$ cat src/rtl/bodi_pkg.sv
`timescale 1ns / 1ps
package bodi_pkg;

  localparam int CORDIC_STEPS = 24;
  localparam int CW = 34;            // CORDIC vector and angle width
  localparam int MW = 56;            // multiplier operand width
  localparam int PW = 2 * MW;        // product width

  localparam logic [31:0] DEG_TO_TURN = 32'd3054198966;
  localparam logic [31:0] INV_TWO_PI  = 32'd683565276;
  localparam logic [30:0] CORDIC_UNIT = 31'd1073741824;
  localparam logic [30:0] CORDIC_INVK = 31'd652032875;

  typedef enum logic [1:0] {
    REG_MPC   = 2'd0,
    REG_RATIO = 2'd1,
    REG_INVWB = 2'd2
  } reg_idx_e;

  function automatic logic [31:0] atan_turn(input logic [4:0] i);
    logic [31:0] r;
    case (i)
      5'd0: r = 32'h20000000;  5'd1: r = 32'h12E4051E;  5'd2: r = 32'h09FB385B;
      5'd3: r = 32'h051111D4;  5'd4: r = 32'h028B0D43;  5'd5: r = 32'h0145D7E1;
      5'd6: r = 32'h00A2F61E;  5'd7: r = 32'h00517C55;  5'd8: r = 32'h0028BE53;
      5'd9: r = 32'h00145F2F;  5'd10: r = 32'h000A2F98; 5'd11: r = 32'h000517CC;
      5'd12: r = 32'h00028BE6; 5'd13: r = 32'h000145F3; 5'd14: r = 32'h0000A2FA;
      5'd15: r = 32'h0000517D; 5'd16: r = 32'h000028BE; 5'd17: r = 32'h0000145F;
      5'd18: r = 32'h00000A30; 5'd19: r = 32'h00000518; 5'd20: r = 32'h0000028C;
      5'd21: r = 32'h00000146; 5'd22: r = 32'h000000A3; 5'd23: r = 32'h00000051;
      5'd24: r = 32'h00000029; 5'd25: r = 32'h00000014; 5'd26: r = 32'h0000000A;
      5'd27: r = 32'h00000005; 5'd28: r = 32'h00000003; 5'd29: r = 32'h00000001;
      5'd30: r = 32'h00000001;
      default: r = 32'h00000000;
    endcase
    return r;
  endfunction

endpackage

$ cat src/rtl/bodi_if.sv
`timescale 1ns / 1ps
interface bodi_in_if;
  logic               valid;
  logic               ready;
  logic signed [23:0] count_delta;
  logic signed [15:0] steer_degrees;
  modport source (output valid, count_delta, steer_degrees, input ready);
  modport sink   (input valid, count_delta, steer_degrees, output ready);
endinterface

interface bodi_out_if;
  logic               valid;
  logic               ready;
  logic signed [31:0] pos_x;
  logic signed [31:0] pos_y;
  logic        [31:0] heading_angle;
  modport source (output valid, pos_x, pos_y, heading_angle, input ready);
  modport sink   (input valid, pos_x, pos_y, heading_angle, output ready);
endinterface

$ cat src/rtl/bodi_mul.sv
`timescale 1ns / 1ps
// Shift-add multiplier: one multiplier bit per cycle, product shifts right.
module bodi_mul import bodi_pkg::*; (
  input  logic          clk_i,
  input  logic          rst_ni,
  input  logic          start_i,
  input  logic [MW-1:0] a_i,
  input  logic [MW-1:0] b_i,
  output logic          done_o,
  output logic [PW-1:0] prod_o
);

  localparam int CNTW = $clog2(MW);

  logic            busy_q, done_q;
  logic [CNTW-1:0] cnt_q;
  logic [MW-1:0]   a_q, hi_q, lo_q;
  logic [MW:0]     sum;

  assign sum = {1'b0, hi_q} + (lo_q[0] ? {1'b0, a_q} : '0);

  always_ff @(posedge clk_i or negedge rst_ni) begin
    if (!rst_ni) begin
      busy_q <= 1'b0;
      done_q <= 1'b0;
      cnt_q  <= '0;
    end else begin
      done_q <= 1'b0;
      if (start_i) begin
        busy_q <= 1'b1;
        cnt_q  <= '0;
        a_q    <= a_i;
        hi_q   <= '0;
        lo_q   <= b_i;
      end else if (busy_q) begin
        hi_q  <= sum[MW:1];
        lo_q  <= {sum[0], lo_q[MW-1:1]};
        cnt_q <= cnt_q + 1'b1;
        if (cnt_q == CNTW'(MW - 1)) begin
          busy_q <= 1'b0;
          done_q <= 1'b1;
        end
      end
    end
  end

  assign done_o = done_q;
  assign prod_o = {hi_q, lo_q};

endmodule

$ cat src/rtl/bodi_cordic.sv
`timescale 1ns / 1ps
// Rotation-mode CORDIC, one micro-rotation per cycle, full-circle input.
module bodi_cordic import bodi_pkg::*; (
  input  logic                 clk_i,
  input  logic                 rst_ni,
  input  logic                 start_i,
  input  logic [31:0]          angle_i,
  input  logic [30:0]          x0_i,
  output logic                 done_o,
  output logic signed [CW-1:0] cos_o,
  output logic signed [CW-1:0] sin_o
);

  localparam int SW = $clog2(CORDIC_STEPS);

  logic                 busy_q, done_q, flip_q;
  logic [SW-1:0]        i_q;
  logic signed [CW-1:0] x_q, y_q, z_q;
  logic signed [CW-1:0] xs, ys, at;
  logic                 flip;
  logic [31:0]          a0;

  assign flip = angle_i[31] ^ angle_i[30];   // angle + quarter turn crosses half
  assign a0   = flip ? (angle_i ^ 32'h8000_0000) : angle_i;
  assign xs   = x_q >>> i_q;
  assign ys   = y_q >>> i_q;
  assign at   = signed'({2'b00, atan_turn(5'(i_q))});

  always_ff @(posedge clk_i or negedge rst_ni) begin
    if (!rst_ni) begin
      busy_q <= 1'b0;
      done_q <= 1'b0;
      i_q    <= '0;
    end else begin
      done_q <= 1'b0;
      if (start_i) begin
        busy_q <= 1'b1;
        i_q    <= '0;
        flip_q <= flip;
        x_q    <= signed'({3'b000, x0_i});
        y_q    <= '0;
        z_q    <= signed'({{(CW-32){a0[31]}}, a0});
      end else if (busy_q) begin
        if (!z_q[CW-1]) begin
          x_q <= x_q - ys;
          y_q <= y_q + xs;
          z_q <= z_q - at;
        end else begin
          x_q <= x_q + ys;
          y_q <= y_q - xs;
          z_q <= z_q + at;
        end
        i_q <= i_q + 1'b1;
        if (i_q == SW'(CORDIC_STEPS - 1)) begin
          busy_q <= 1'b0;
          done_q <= 1'b1;
        end
      end
    end
  end

  assign done_o = done_q;
  assign cos_o  = flip_q ? -x_q : x_q;
  assign sin_o  = flip_q ? -y_q : y_q;

endmodule

$ cat src/rtl/bicycle_odometry_integrator_core.sv
`timescale 1ns / 1ps
// Each accepted word runs in turn through eight 56-step bit-serial multiplies, two
//   CORDIC runs and a 48-step restoring divide; the divide is skipped when the steer
//   tan saturates, and a stalled output adds its wait before the result word is raised.
// Input is taken only in idle, so a word is not accepted until the last one is done.
// A new input word is taken while the previous result still waits on the output.
// Reset (async, active low): pose clears to zero, registers load their defaults.
module bicycle_odometry_integrator_core import bodi_pkg::*; (
  input  logic        clk_i,
  input  logic        rst_ni,
  bodi_in_if.sink     in_w,
  bodi_out_if.source  out_w,
  input  logic        psel,
  input  logic        penable,
  input  logic        pwrite,
  input  logic [3:0]  paddr,
  input  logic [31:0] pwdata,
  output logic [31:0] prdata,
  output logic        pready
);

  typedef enum logic [3:0] {
    ST_IDLE, ST_M_DEG, ST_M_SIG, ST_M_DIST, ST_C_TAN, ST_DIV, ST_M_K1,
    ST_M_K2, ST_M_STEP, ST_C_HEAD, ST_M_DX, ST_M_DY, ST_UPD
  } state_e;

  // config registers
  logic [31:0] mpc_q;
  logic [15:0] ratio_q;
  logic [23:0] invwb_q;

  // pose
  logic signed [31:0] x_q, y_q;
  logic [31:0]        hd_q, hd_out_q;
  logic               out_valid_q;

  state_e state_q;
  logic   mul_start_q, cor_start_q;

  // per-word working values
  logic                 cnt_neg_q, steer_neg_q, tan_neg_q;
  logic [23:0]          cnt_mag_q;
  logic [16:0]          steer_mag_q;
  logic [32:0]          deg_mag_q;
  logic [31:0]          sig_q;
  logic [MW-1:0]        dmag_q;
  logic [30:0]          tan_q;
  logic [54:0]          t1_q, curv_q;
  logic signed [CW-1:0] hc_q, hs_q;
  logic [39:0]          dx_q;
  logic [39:0]          dy_q;

  // divider
  logic [34:0] rem_q;
  logic [47:0] num_q;
  logic [32:0] dvs_q;
  logic [5:0]  div_cnt_q;
  logic [34:0] shl;
  logic [35:0] trial;
  logic        ge;
  logic [47:0] num_nx;

  // shared units
  logic [MW-1:0]        mul_a, mul_b;
  logic                 mul_done;
  logic [PW-1:0]        prod;
  logic [31:0]          cor_angle;
  logic [30:0]          cor_x0;
  logic                 cor_done;
  logic signed [CW-1:0] cor_cos, cor_sin;

  logic [CW-1:0] sin_abs, hc_abs;
  logic [30:0]   step;
  logic [39:0]   dy;
  logic          neg_x, neg_y;
  logic signed [41:0] sum_x, sum_y;
  logic signed [31:0] x_new, y_new;

  bodi_mul u_mul (
    .clk_i, .rst_ni, .start_i(mul_start_q), .a_i(mul_a), .b_i(mul_b),
    .done_o(mul_done), .prod_o(prod)
  );

  bodi_cordic u_cordic (
    .clk_i, .rst_ni, .start_i(cor_start_q), .angle_i(cor_angle), .x0_i(cor_x0),
    .done_o(cor_done), .cos_o(cor_cos), .sin_o(cor_sin)
  );

  // operand select for the shared multiplier
  always_comb begin
    mul_a = '0;
    mul_b = '0;
    case (state_q)
      ST_M_DEG:  begin mul_a = MW'(ratio_q);   mul_b = MW'(steer_mag_q); end
      ST_M_SIG:  begin mul_a = MW'(deg_mag_q); mul_b = MW'(DEG_TO_TURN); end
      ST_M_DIST: begin mul_a = MW'(mpc_q);     mul_b = MW'(cnt_mag_q);   end
      ST_M_K1:   begin mul_a = MW'(tan_q);     mul_b = MW'(invwb_q);     end
      ST_M_K2:   begin mul_a = MW'(t1_q);      mul_b = MW'(INV_TWO_PI);  end
      ST_M_STEP: begin mul_a = MW'(curv_q);    mul_b = dmag_q;           end
      ST_M_DX:   begin mul_a = dmag_q;         mul_b = MW'(hc_abs);      end
      ST_M_DY:   begin mul_a = dmag_q;         mul_b = MW'(hc_abs);      end
      default:   ;
    endcase
    if (state_q == ST_M_DY) mul_b = MW'(hs_q[CW-1] ? -hs_q : hs_q);
  end

  assign cor_angle = (state_q == ST_C_HEAD) ? hd_q : sig_q;
  assign cor_x0    = (state_q == ST_C_HEAD) ? CORDIC_INVK : CORDIC_UNIT;

  assign sin_abs = cor_sin[CW-1] ? -cor_sin : cor_sin;
  assign hc_abs  = hc_q[CW-1] ? -hc_q : hc_q;

  // restoring divide step: one quotient bit a cycle
  assign shl    = {rem_q[33:0], num_q[47]};
  assign trial  = {1'b0, shl} - {3'b000, dvs_q};
  assign ge     = !trial[35];
  assign num_nx = {num_q[46:0], ge};

  // heading step, Q.32 turns, saturated just under half a turn
  assign step = (prod[111:63] != '0) ? 31'h7FFF_FFFF : prod[62:32];
  assign dy   = (prod[111:86] != '0) ? 40'hFF_FFFF_FFFF : prod[85:46];

  // x moves with cos, y against sin
  assign neg_x = cnt_neg_q ^ hc_q[CW-1];
  assign neg_y = !(cnt_neg_q ^ hs_q[CW-1]);
  assign sum_x = 42'(x_q) + (neg_x ? -42'(dx_q) : 42'(dx_q));
  assign sum_y = 42'(y_q) + (neg_y ? -42'(dy_q) : 42'(dy_q));

  always_comb begin
    if (sum_x[41:31] == '0 || sum_x[41:31] == '1) x_new = sum_x[31:0];
    else x_new = sum_x[41] ? 32'sh8000_0000 : 32'sh7FFF_FFFF;
    if (sum_y[41:31] == '0 || sum_y[41:31] == '1) y_new = sum_y[31:0];
    else y_new = sum_y[41] ? 32'sh8000_0000 : 32'sh7FFF_FFFF;
  end

  always_ff @(posedge clk_i or negedge rst_ni) begin
    if (!rst_ni) begin
      state_q     <= ST_IDLE;
      mul_start_q <= 1'b0;
      cor_start_q <= 1'b0;
      out_valid_q <= 1'b0;
      x_q         <= '0;
      y_q         <= '0;
      hd_q        <= '0;
      hd_out_q    <= '0;
      div_cnt_q   <= '0;
    end else begin
      mul_start_q <= 1'b0;
      cor_start_q <= 1'b0;
      if (out_valid_q && out_w.ready) out_valid_q <= 1'b0;
      unique case (state_q)
        ST_IDLE: begin
          if (in_w.valid) begin
            cnt_neg_q   <= in_w.count_delta[23];
            cnt_mag_q   <= in_w.count_delta[23] ? 24'(-in_w.count_delta)
                                                : in_w.count_delta;
            steer_neg_q <= in_w.steer_degrees[15];
            steer_mag_q <= in_w.steer_degrees[15] ? 17'(-18'(in_w.steer_degrees))
                                                  : 17'(in_w.steer_degrees);
            mul_start_q <= 1'b1;
            state_q     <= ST_M_DEG;
          end
        end
        ST_M_DEG: if (mul_done) begin
          deg_mag_q   <= prod[32:0];
          mul_start_q <= 1'b1;
          state_q     <= ST_M_SIG;
        end
        ST_M_SIG: if (mul_done) begin
          sig_q       <= steer_neg_q ? -prod[63:32] : prod[63:32];
          mul_start_q <= 1'b1;
          state_q     <= ST_M_DIST;
        end
        ST_M_DIST: if (mul_done) begin
          dmag_q      <= prod[MW-1:0];
          cor_start_q <= 1'b1;
          state_q     <= ST_C_TAN;
        end
        ST_C_TAN: if (cor_done) begin
          tan_neg_q <= cor_sin[CW-1];
          if (cor_cos[CW-1] || cor_cos == '0) begin
            // wheel at or past a right angle: tan pinned at full scale
            tan_q       <= 31'h7FFF_FFFF;
            mul_start_q <= 1'b1;
            state_q     <= ST_M_K1;
          end else begin
            rem_q     <= '0;
            num_q     <= {sin_abs[31:0], 16'h0000};
            dvs_q     <= cor_cos[32:0];
            div_cnt_q <= '0;
            state_q   <= ST_DIV;
          end
        end
        ST_DIV: begin
          rem_q     <= ge ? trial[34:0] : shl;
          num_q     <= num_nx;
          div_cnt_q <= div_cnt_q + 1'b1;
          if (div_cnt_q == 6'd47) begin
            tan_q       <= (num_nx[47:31] != '0) ? 31'h7FFF_FFFF : num_nx[30:0];
            mul_start_q <= 1'b1;
            state_q     <= ST_M_K1;
          end
        end
        ST_M_K1: if (mul_done) begin
          t1_q        <= prod[54:0];
          mul_start_q <= 1'b1;
          state_q     <= ST_M_K2;
        end
        ST_M_K2: if (mul_done) begin
          curv_q      <= prod[86:32];
          mul_start_q <= 1'b1;
          state_q     <= ST_M_STEP;
        end
        ST_M_STEP: if (mul_done) begin
          hd_q        <= (cnt_neg_q != tan_neg_q) ? hd_q - 32'(step) : hd_q + 32'(step);
          cor_start_q <= 1'b1;
          state_q     <= ST_C_HEAD;
        end
        ST_C_HEAD: if (cor_done) begin
          hc_q        <= cor_cos;
          hs_q        <= cor_sin;
          mul_start_q <= 1'b1;
          state_q     <= ST_M_DX;
        end
        ST_M_DX: if (mul_done) begin
          dx_q        <= dy;
          mul_start_q <= 1'b1;
          state_q     <= ST_M_DY;
        end
        ST_M_DY: if (mul_done) begin
          dy_q    <= dy;
          state_q <= ST_UPD;
        end
        ST_UPD: if (!out_valid_q || out_w.ready) begin
          x_q         <= x_new;
          y_q         <= y_new;
          hd_out_q    <= hd_q;
          out_valid_q <= 1'b1;
          state_q     <= ST_IDLE;
        end
        default: state_q <= ST_IDLE;
      endcase
    end
  end

  // config port
  always_ff @(posedge clk_i or negedge rst_ni) begin
    if (!rst_ni) begin
      mpc_q   <= 32'd130150;
      ratio_q <= 16'd7209;
      invwb_q <= 24'd94975;
    end else if (psel && penable && pwrite) begin
      unique case (reg_idx_e'(paddr[3:2]))
        REG_MPC:   mpc_q   <= pwdata;
        REG_RATIO: ratio_q <= pwdata[15:0];
        REG_INVWB: invwb_q <= pwdata[23:0];
        default:   ;
      endcase
    end
  end

  always_comb begin
    unique case (reg_idx_e'(paddr[3:2]))
      REG_MPC:   prdata = mpc_q;
      REG_RATIO: prdata = {16'h0000, ratio_q};
      REG_INVWB: prdata = {8'h00, invwb_q};
      default:   prdata = '0;
    endcase
  end

  assign pready              = 1'b1;
  assign in_w.ready          = (state_q == ST_IDLE);
  assign out_w.valid         = out_valid_q;
  assign out_w.pos_x         = x_q;
  assign out_w.pos_y         = y_q;
  assign out_w.heading_angle = hd_out_q;

  // a result word only ever comes from the pose update
  a_out_from_upd: assert property (@(posedge clk_i) disable iff (!rst_ni)
    $rose(out_valid_q) |-> $past(state_q == ST_UPD))
    else $error("result word raised outside pose update");

  // heading moves only as the step multiply retires
  a_hd_only_step: assert property (@(posedge clk_i) disable iff (!rst_ni)
    !$stable(hd_q) |-> $past(state_q == ST_M_STEP && mul_done))
    else $error("heading changed outside step update");

  // CORDIC finishes only while the sequencer waits on it
  a_cor_owner: assert property (@(posedge clk_i) disable iff (!rst_ni)
    cor_done |-> (state_q == ST_C_TAN || state_q == ST_C_HEAD))
    else $error("CORDIC done in wrong state");

endmodule
$ cat src/flat_wrapper.sv
// flat-port wrapper written by rule: the top's interface ports become plain ports
module bicycle_odometry_integrator_core_flat import bodi_pkg::*;
  (clk_i, rst_ni, psel, penable, pwrite, paddr, pwdata, prdata, pready, in_w_valid, in_w_count_delta, in_w_steer_degrees, in_w_ready, out_w_valid, out_w_pos_x, out_w_pos_y, out_w_heading_angle, out_w_ready);
  bodi_in_if in_w_i ();
  bodi_out_if out_w_i ();
  input  logic clk_i;
  input  logic rst_ni;
  input  logic psel;
  input  logic penable;
  input  logic pwrite;
  input  logic [3:0] paddr;
  input  logic [31:0] pwdata;
  output logic [31:0] prdata;
  output logic pready;
  input wire logic [$bits(in_w_i.valid)-1:0] in_w_valid;
  input wire logic [$bits(in_w_i.count_delta)-1:0] in_w_count_delta;
  input wire logic [$bits(in_w_i.steer_degrees)-1:0] in_w_steer_degrees;
  output wire logic [$bits(in_w_i.ready)-1:0] in_w_ready;
  output wire logic [$bits(out_w_i.valid)-1:0] out_w_valid;
  output wire logic [$bits(out_w_i.pos_x)-1:0] out_w_pos_x;
  output wire logic [$bits(out_w_i.pos_y)-1:0] out_w_pos_y;
  output wire logic [$bits(out_w_i.heading_angle)-1:0] out_w_heading_angle;
  input wire logic [$bits(out_w_i.ready)-1:0] out_w_ready;
  assign in_w_i.valid = in_w_valid;
  assign in_w_i.count_delta = in_w_count_delta;
  assign in_w_i.steer_degrees = in_w_steer_degrees;
  assign in_w_ready = in_w_i.ready;
  assign out_w_valid = out_w_i.valid;
  assign out_w_pos_x = out_w_i.pos_x;
  assign out_w_pos_y = out_w_i.pos_y;
  assign out_w_heading_angle = out_w_i.heading_angle;
  assign out_w_i.ready = out_w_ready;
  bicycle_odometry_integrator_core u_core (.clk_i(clk_i), .rst_ni(rst_ni), .in_w(in_w_i), .out_w(out_w_i), .psel(psel), .penable(penable), .pwrite(pwrite), .paddr(paddr), .pwdata(pwdata), .prdata(prdata), .pready(pready));
endmodule
$ cat config.mk
export PLATFORM = sky130hd
export DESIGN_NAME = bicycle_odometry_integrator_core_flat
export DESIGN_NICKNAME = d
export VERILOG_FILES = /design/src/rtl/bodi_pkg.sv /design/src/rtl/bodi_if.sv /design/src/rtl/bodi_mul.sv /design/src/rtl/bodi_cordic.sv /design/src/rtl/bicycle_odometry_integrator_core.sv /design/src/flat_wrapper.sv
export SDC_FILE = /design/constraint.sdc
export NUM_CORES = 2
export LEC_CHECK = 0
export ABC_AREA = 1
export BUFFER_PORTS_ARGS = -buffer_cell sky130_fd_sc_hd__buf_2
export CELL_PAD_IN_SITES_DETAIL_PLACEMENT = 0
export CELL_PAD_IN_SITES_GLOBAL_PLACEMENT = 1
export CORE_UTILIZATION = 52
export CTS_CLUSTER_SIZE = 16
export DETAILED_ROUTE_END_ITERATION = 12
export GPL_TIMING_DRIVEN = 0
export PLACE_DENSITY = 0.92
export SLEW_MARGIN = 20
export SYNTH_ARGS = -nofsm -noshare
export SYNTH_HDL_FRONTEND = slang
export SYNTH_SLANG_ARGS = --single-unit
$ cat constraint.sdc
create_clock -name clk_i -period 10.5 [get_ports clk_i]
set_clock_uncertainty 0.1 [all_clocks]
set_input_delay 0.525 -clock clk_i [delete_from_list [all_inputs] [get_ports clk_i]]
set_output_delay 0.525 -clock clk_i [all_outputs]
set_load 0.005 [all_outputs]
# After elaboration in Yosys (flattened, before gate mapping)
# Memory sizes are Yosys's and may differ from the RTL's.
# Index checks and enable logic that the tools add are counted.
# word_totals
reg_bits	1068
romBits	960
in_bits	83
out_inout_bits	131
word_cells	254
n_memories	1
# classes
n_addsub	25
eq_ne	35
n_shift	2
muxes	93
bitwise	5
reduce_logical	47
# mem_list
name	depth	word_bits	read_ports	rd_ports_with_merged_regs	write_ports	line_no	rtl
(name not given)	32	30	1	0	0	bodi_pkg.sv:22	case (i)
# ops
op	count
$pmux 56 s7	2
$mux 34	13
$mux 56	6
$mux 32	9
$mux 31	7
$neg 34->34	3
$mux 48	2
$pmux 32 s3	1
$pmux 48 s2	1
$add 42x42->42	2
$mux 42	2
$neg 40->42	2
$add 34x34->34	2
$pmux 34 s2	1
$sshr 34x5->34	2
$sub 34x34->34	2
$neg 32->32	2
$pmux 31 s2	1
$add 56x57->57	1
$neg 34->56	1
$mux 4	13
$pmux 4 s13	1
$reduce_bool 49->1	1
$mux 40	1
48 further kinds	129

# Depth between registers and ports, before layout
# logic_depth
depth_word	7
depth_mapped	41
mapped_depth_nobuf	39

# By module
# From an unflattened synthesis, not the netlist that was laid out.
# unflattened
hier_cells	10820
hier_area_um2	79737.7
# modules_own_cells
module	n_inst	cells_per_inst	area_per_inst_um2	seq_area_each_um2
bicycle_odometry_integrator_core	1	6003	48736.7	22454.0
bodi_cordic	1	2988	18302.6	3268.1
bodi_mul	1	1829	12698.4	5245.0

# Worst setup path before layout
# Ideal clock, no wire load.
# synth_path
path_type	register to register
start	register u_core.u_cordic.x_q[1]
end	register u_core.num_q[0], enable pin
setup_time_ps	523
t_arrival_ps	5665
required_time_ps	9877
slack_ps	4211
stages_incl_launch_ff	16
n_path_buf	0
path_cell_list	edfxtp_1 inv_1 ha_1 nand3_1 nor2_1 nand3_1 o21ai_0 xor2_1 nor2_1 nand2_1 nor2_1 nand4_1 nand3_1 nand2_1 nand2_1 nor2_1
# synth_via
elab_chain_len	6
# synth_lines
item	line_no	rtl
from (decl)	bodi_cordic.sv:18	logic signed [CW-1:0] x_q, y_q, z_q;
from (signal assigned)	bodi_cordic.sv:40	x_q <= signed'({3'b000, x0_i});
from (signal assigned)	bodi_cordic.sv:45	x_q <= x_q - ys;
from (signal assigned)	bodi_cordic.sv:49	x_q <= x_q + ys;
$neg 34->34	bodi_cordic.sv:63	assign cos_o = flip_q ? -x_q : x_q;
$mux 34	bodi_cordic.sv:63	
net u_core.cor_cos[16]	bicycle_odometry_integrator_core.sv:70	logic signed [CW-1:0] cor_cos, cor_sin;
$logic_not 34->1	bicycle_odometry_integrator_core.sv:181	if (cor_cos[CW-1] || cor_cos == '0) begin
$logic_or 1x1->1	bicycle_odometry_integrator_core.sv:181	
$ne 2x2->1 (no line)	n/a	
$reduce_and 4->1 (no line)	n/a	
to (signal assigned)	bicycle_odometry_integrator_core.sv:188	num_q <= {sin_abs[31:0], 16'h0000};
to (signal assigned)	bicycle_odometry_integrator_core.sv:196	num_q <= num_nx;
to (decl)	bicycle_odometry_integrator_core.sv:55	logic [47:0] num_q;
# The timed path passes the listed nets, and every way through them passes these cells.
# A chain may end at the register's enable or synchronous reset.

# Final worst setup path
# layout_path
start	register u_core.u_cordic.i_q[1]
end	register u_core.u_cordic.y_q[33] (data pin)
# layout_via
elab_chain_len	4
word_cells_on_any_way	5
classes_between	2 x add/sub; 1 x shift; 2 x mux
# layout_lines
item	line_no	rtl
from (decl)	bodi_cordic.sv:17	logic [SW-1:0] i_q;
from (signal assigned)	bodi_cordic.sv:53	i_q <= i_q + 1'b1;
$sshr 34x5->34 *	bodi_cordic.sv:25	assign xs = x_q >>> i_q;
$add 34x34->34 or $sub 34x34->34 (tied branches)	bodi_cordic.sv:46, bodi_cordic.sv:50	
$mux 34 *	bodi_cordic.sv:44	if (!z_q[CW-1]) begin
$mux 34 *	bodi_cordic.sv:43	end else if (busy_q) begin
to (signal assigned)	bodi_cordic.sv:46	y_q <= y_q + xs;
to (signal assigned)	bodi_cordic.sv:50	y_q <= y_q - xs;
to (decl)	bodi_cordic.sv:18	
# Mark *: on every way between the ends. The rest lies on a longest branch, timed or not.

==> run metrics <==
Nets=10,600; Pwr Total=10.7 mW; Final Cycle Share=64.3%; Max VDD drop=0.150 mV; post-CTS sizing=0; via count=73,200; ys flop type=edfxtp_1; H-tree Lvls=3; top post-synthesis cells by area=edfxtp_1 (34%), nand2_1 (12%), dfrtp_1 (6.6%), inv_1 (6.3%), ha_1 (5.5%); first-iteration detailed-routing DRC count=8,908; Critical Path Source Type=flop; Avg Cell Area, Syn=7.69 um^2; # setup viols final=0; Synth Instances=9,777; Hold Crit Class=input pin to flop; DR WL/cell=24.7 um; FF+latch count, synth=1,068; most common cell after layout, fill and taps aside=nand2_1; maximum clock rate=148 MHz; initial core utilization=52.4%; most used routing layer in global routing=met2; CTS root buffer=clkbuf_16; largest family of logic cells by synthesized area=simple AND/OR/NAND/NOR gates; Post-Layout Cell Count=12,200; worst hold stages=2; TritonCTS clock tree=done; hold_sp=in_w_count_delta[11]; total global routing overflow=0; Final Hold Fails=0; Routed Wire Length=301,000 um; Yosys warnings=0; Yosys top cell by area=edfxtp_1; post-route cell area=83,900 um^2; Fillers=13,100; xor/xnor cell area share of the yosys netlist=5.94%; die height=382 um; WS Path Type=flop to flop; CTS buffer count=116; FF-to-FF Start=u_core.u_cordic.i_q[1]$_DFFE_PN0N_; global-route wire length before repair=437,000 um; ratio of cells with drive above 1 in the final layout=6.48%; IO Pins=214; RSZ-0062 raised after global routing=no; Final Util=58.5%; met3 global-route usage=8.20%; DRT antenna net count=0; worst-path fanout max=10; CP arrival=7.17 ns; largest net degree at the start of global routing=92; via/cell ratio=6.00; Period minus WS final=6.75 ns; status=finished, final reports clean; Area growth syn-to-layout=11.6%; row count=139; Synth Area in Compound Gates=14.7%; CORE AREA=143,000 um^2; syn_nets=10,200; Final WS setup=3.75 ns; cells on worst reg2reg path=33; DP HPWL=238,000 um; Worst Setup SP=u_core.u_cordic.i_q[1]$_DFFE_PN0N_; GR Util met1=51.5%; initial antenna violation count=12; slowest stage delay, CP=0.92 ns; Simple-Gate Fraction of Synth Area=24.1%; share of flip-flops with an asynchronous set or reset=21.3%; All-Layer GR Usage=40.0%; number of buffers added on ports=210; Yosys cell types=74; sequential share of the synthesized area=41.2%; Post-Place Cell Area=79,500 um^2; share of the synthesized area in the top cell type=33.5%; Max Slew Vio Count=0; clock sink count=1,068; Placed Cells=11,900; pre-CTS setup slack=3.95 ns; grt met2 use=62.8%; worst hold margin=0.0202 ns; Post-route DRC=0; CP max stage cell=nor4_1; first-pass iteration count of the detailed router=7; worst relative slew slack=18.9%; mux cell area share after synthesis=0.210%; max_cap viols=0; Leakage=36.7 nW; Die Area=146,000 um^2; Clk pin slew, worst setup/hold paths=0.06 ns; Worst Path Required=10.92 ns; Final GP Congestion=1.05; slew of the pin with the lowest slew margin=1.22 ns; CTS Buffer Depth=3; Post-synth EDFFs=840; clk_lat worst skew=0.82 ns; post-synthesis adder-cell area fraction=5.75%; setup TNS=0 ns; Power Density=127 nW/um^2; endpoint type of the worst setup path=flop; most frequent cells in the layout=nand2_1 (2,360), inv_1 (1,253), nor2_1 (939); die width=382 um; Syn Std Cell Area=75,200 um^2; vias in the first global route=68,200
## Yosys cell counts (16+ instances only)
| library cell | number |
|---|---|
| dfstp_2 | 30 |
| o21ai_0 | 650 |
| xnor2_1 | 156 |
| or2_2 | 37 |
| o31ai_1 | 23 |
| inv_1 | 1255 |
| nand3b_1 | 22 |
| nand3_1 | 646 |
| nor2_1 | 953 |
| xor2_1 | 354 |
| a22oi_1 | 29 |
| o21bai_1 | 37 |
| a22o_1 | 17 |
| a21boi_1 | 30 |
| o221ai_1 | 16 |
| buf_1 | 34 |
| nand2_1 | 2361 |
| o22ai_1 | 67 |
| ha_1 | 333 |
| nor4_1 | 50 |
| clkbuf_1 | 209 |
| o21ai_1 | 19 |
| o211ai_1 | 77 |
| a21o_1 | 44 |
| edfxtp_1 | 840 |
| a21oi_1 | 639 |
| dfrtp_1 | 198 |
| a221oi_1 | 61 |
| a31oi_1 | 85 |
| a21boi_0 | 20 |
| o21a_1 | 24 |
| buf_2 | 50 |
| nor3_1 | 117 |
| nand4_1 | 97 |
## critical path, delay by kind of cell (launching register included)
kind                     cells  cell delay [ns]
AO/OA/AOI/OAI                3             0.52
adder cells (fa/ha/maj)      2             0.57
buffers and inverters        7             1.25
XOR/XNOR                     1             0.16
AND/OR/NAND/NOR             20             3.46
flip-flops                   1             0.42
## state kept, by name, indices dropped and copies added, names as in the netlist, 33 cells and up
| register | cells |
|---|---|
| u_core.dx_q | 40 |
| u_core.u_mul.a_q | 56 |
| u_core.u_mul.lo_q | 56 |
| u_core.deg_mag_q | 33 |
| u_core.rem_q | 34 |
| u_core.hc_q | 34 |
| u_core.u_mul.hi_q | 56 |
| u_core.u_cordic.z_q | 34 |
| u_core.dvs_q | 33 |
| u_core.num_q | 48 |
| u_core.t1_q | 55 |
| u_core.hs_q | 34 |
| u_core.curv_q | 55 |
| u_core.dy_q | 40 |
| u_core.dmag_q | 56 |
| u_core.u_cordic.x_q | 34 |
| u_core.u_cordic.y_q | 34 |
## report_power, final
group | leakage, nW | switching, mW | total [mW] | internal [mW]
Sequential | 9.97 | 0.237 | 5.03 | 4.79
Clock | 1.88 | 1.92 | 4.25 | 2.33
Combinational | 24.8 | 0.952 | 1.41 | 0.459
## worst paths after layout
path / to / slack, ns
setup / recovery: u_core.u_cordic.y_q[33]$_SDFFCE_PP0P_ / 3.75
hold / removal: u_core.cnt_mag_q[11]$_DFFE_PP_ / 0.02
setup reg to reg: u_core.u_cordic.y_q[33]$_SDFFCE_PP0P_ / 3.75
hold reg to reg: u_core.tan_q[18]$_SDFFCE_PP1P_ / 0.36
max in group asynchronous: u_core.out_w.pos_x[31]$_DFFE_PN0P_ / 8.57
min in group asynchronous: u_core.u_mul.cnt_q[0]$_DFFE_PN0N_ / 0.28
## cell families after synthesis
family                     count (synthesis)
AOI/OAI and AO/OA                       1901
xor gates and xnor gates                 510
adders and majority gates                341
buffers and inverters                   1586
DFF                                     1068
muxes                                     14
other                                      2
and+or+nand+nor                         4355
## timing repair
item | CTS | global route
hold endpoints to repair | 114 | 0
buffers inserted | 0 | 0
hold buffers | 55 | 0
## layout make-up
type | instances | area [um^2] | share of cell area [%]
Inverter | 1274 | 4780 | 5.70
Clock inverter | 67 | 718 | 0.856
Clock buffer | 152 | 3200 | 3.82
Tap cell | 1903 | 2380 | 2.84
Multi-Input combinational cell | 7123 | 38200 | 45.5
Antenna cell | 8 | 20.0 | 0.0238
Timing Repair Buffer | 295 | 2310 | 2.75
Buffer | 312 | 1340 | 1.59
Sequential cell | 1068 | 31000 | 36.9
## metal layers
metal | up-vias | wire length, um | part of all wire, %
met1 | 34500 | 117000 | 39
met3 | 832 | 30000 | 10
met5 | - | 157 | 0.052
li1 | 33700 | - | -
met2 | 4056 | 133000 | 44
met4 | 10 | 20100 | 6.7
Note: power is estimated with default switching activity, not from simulation.
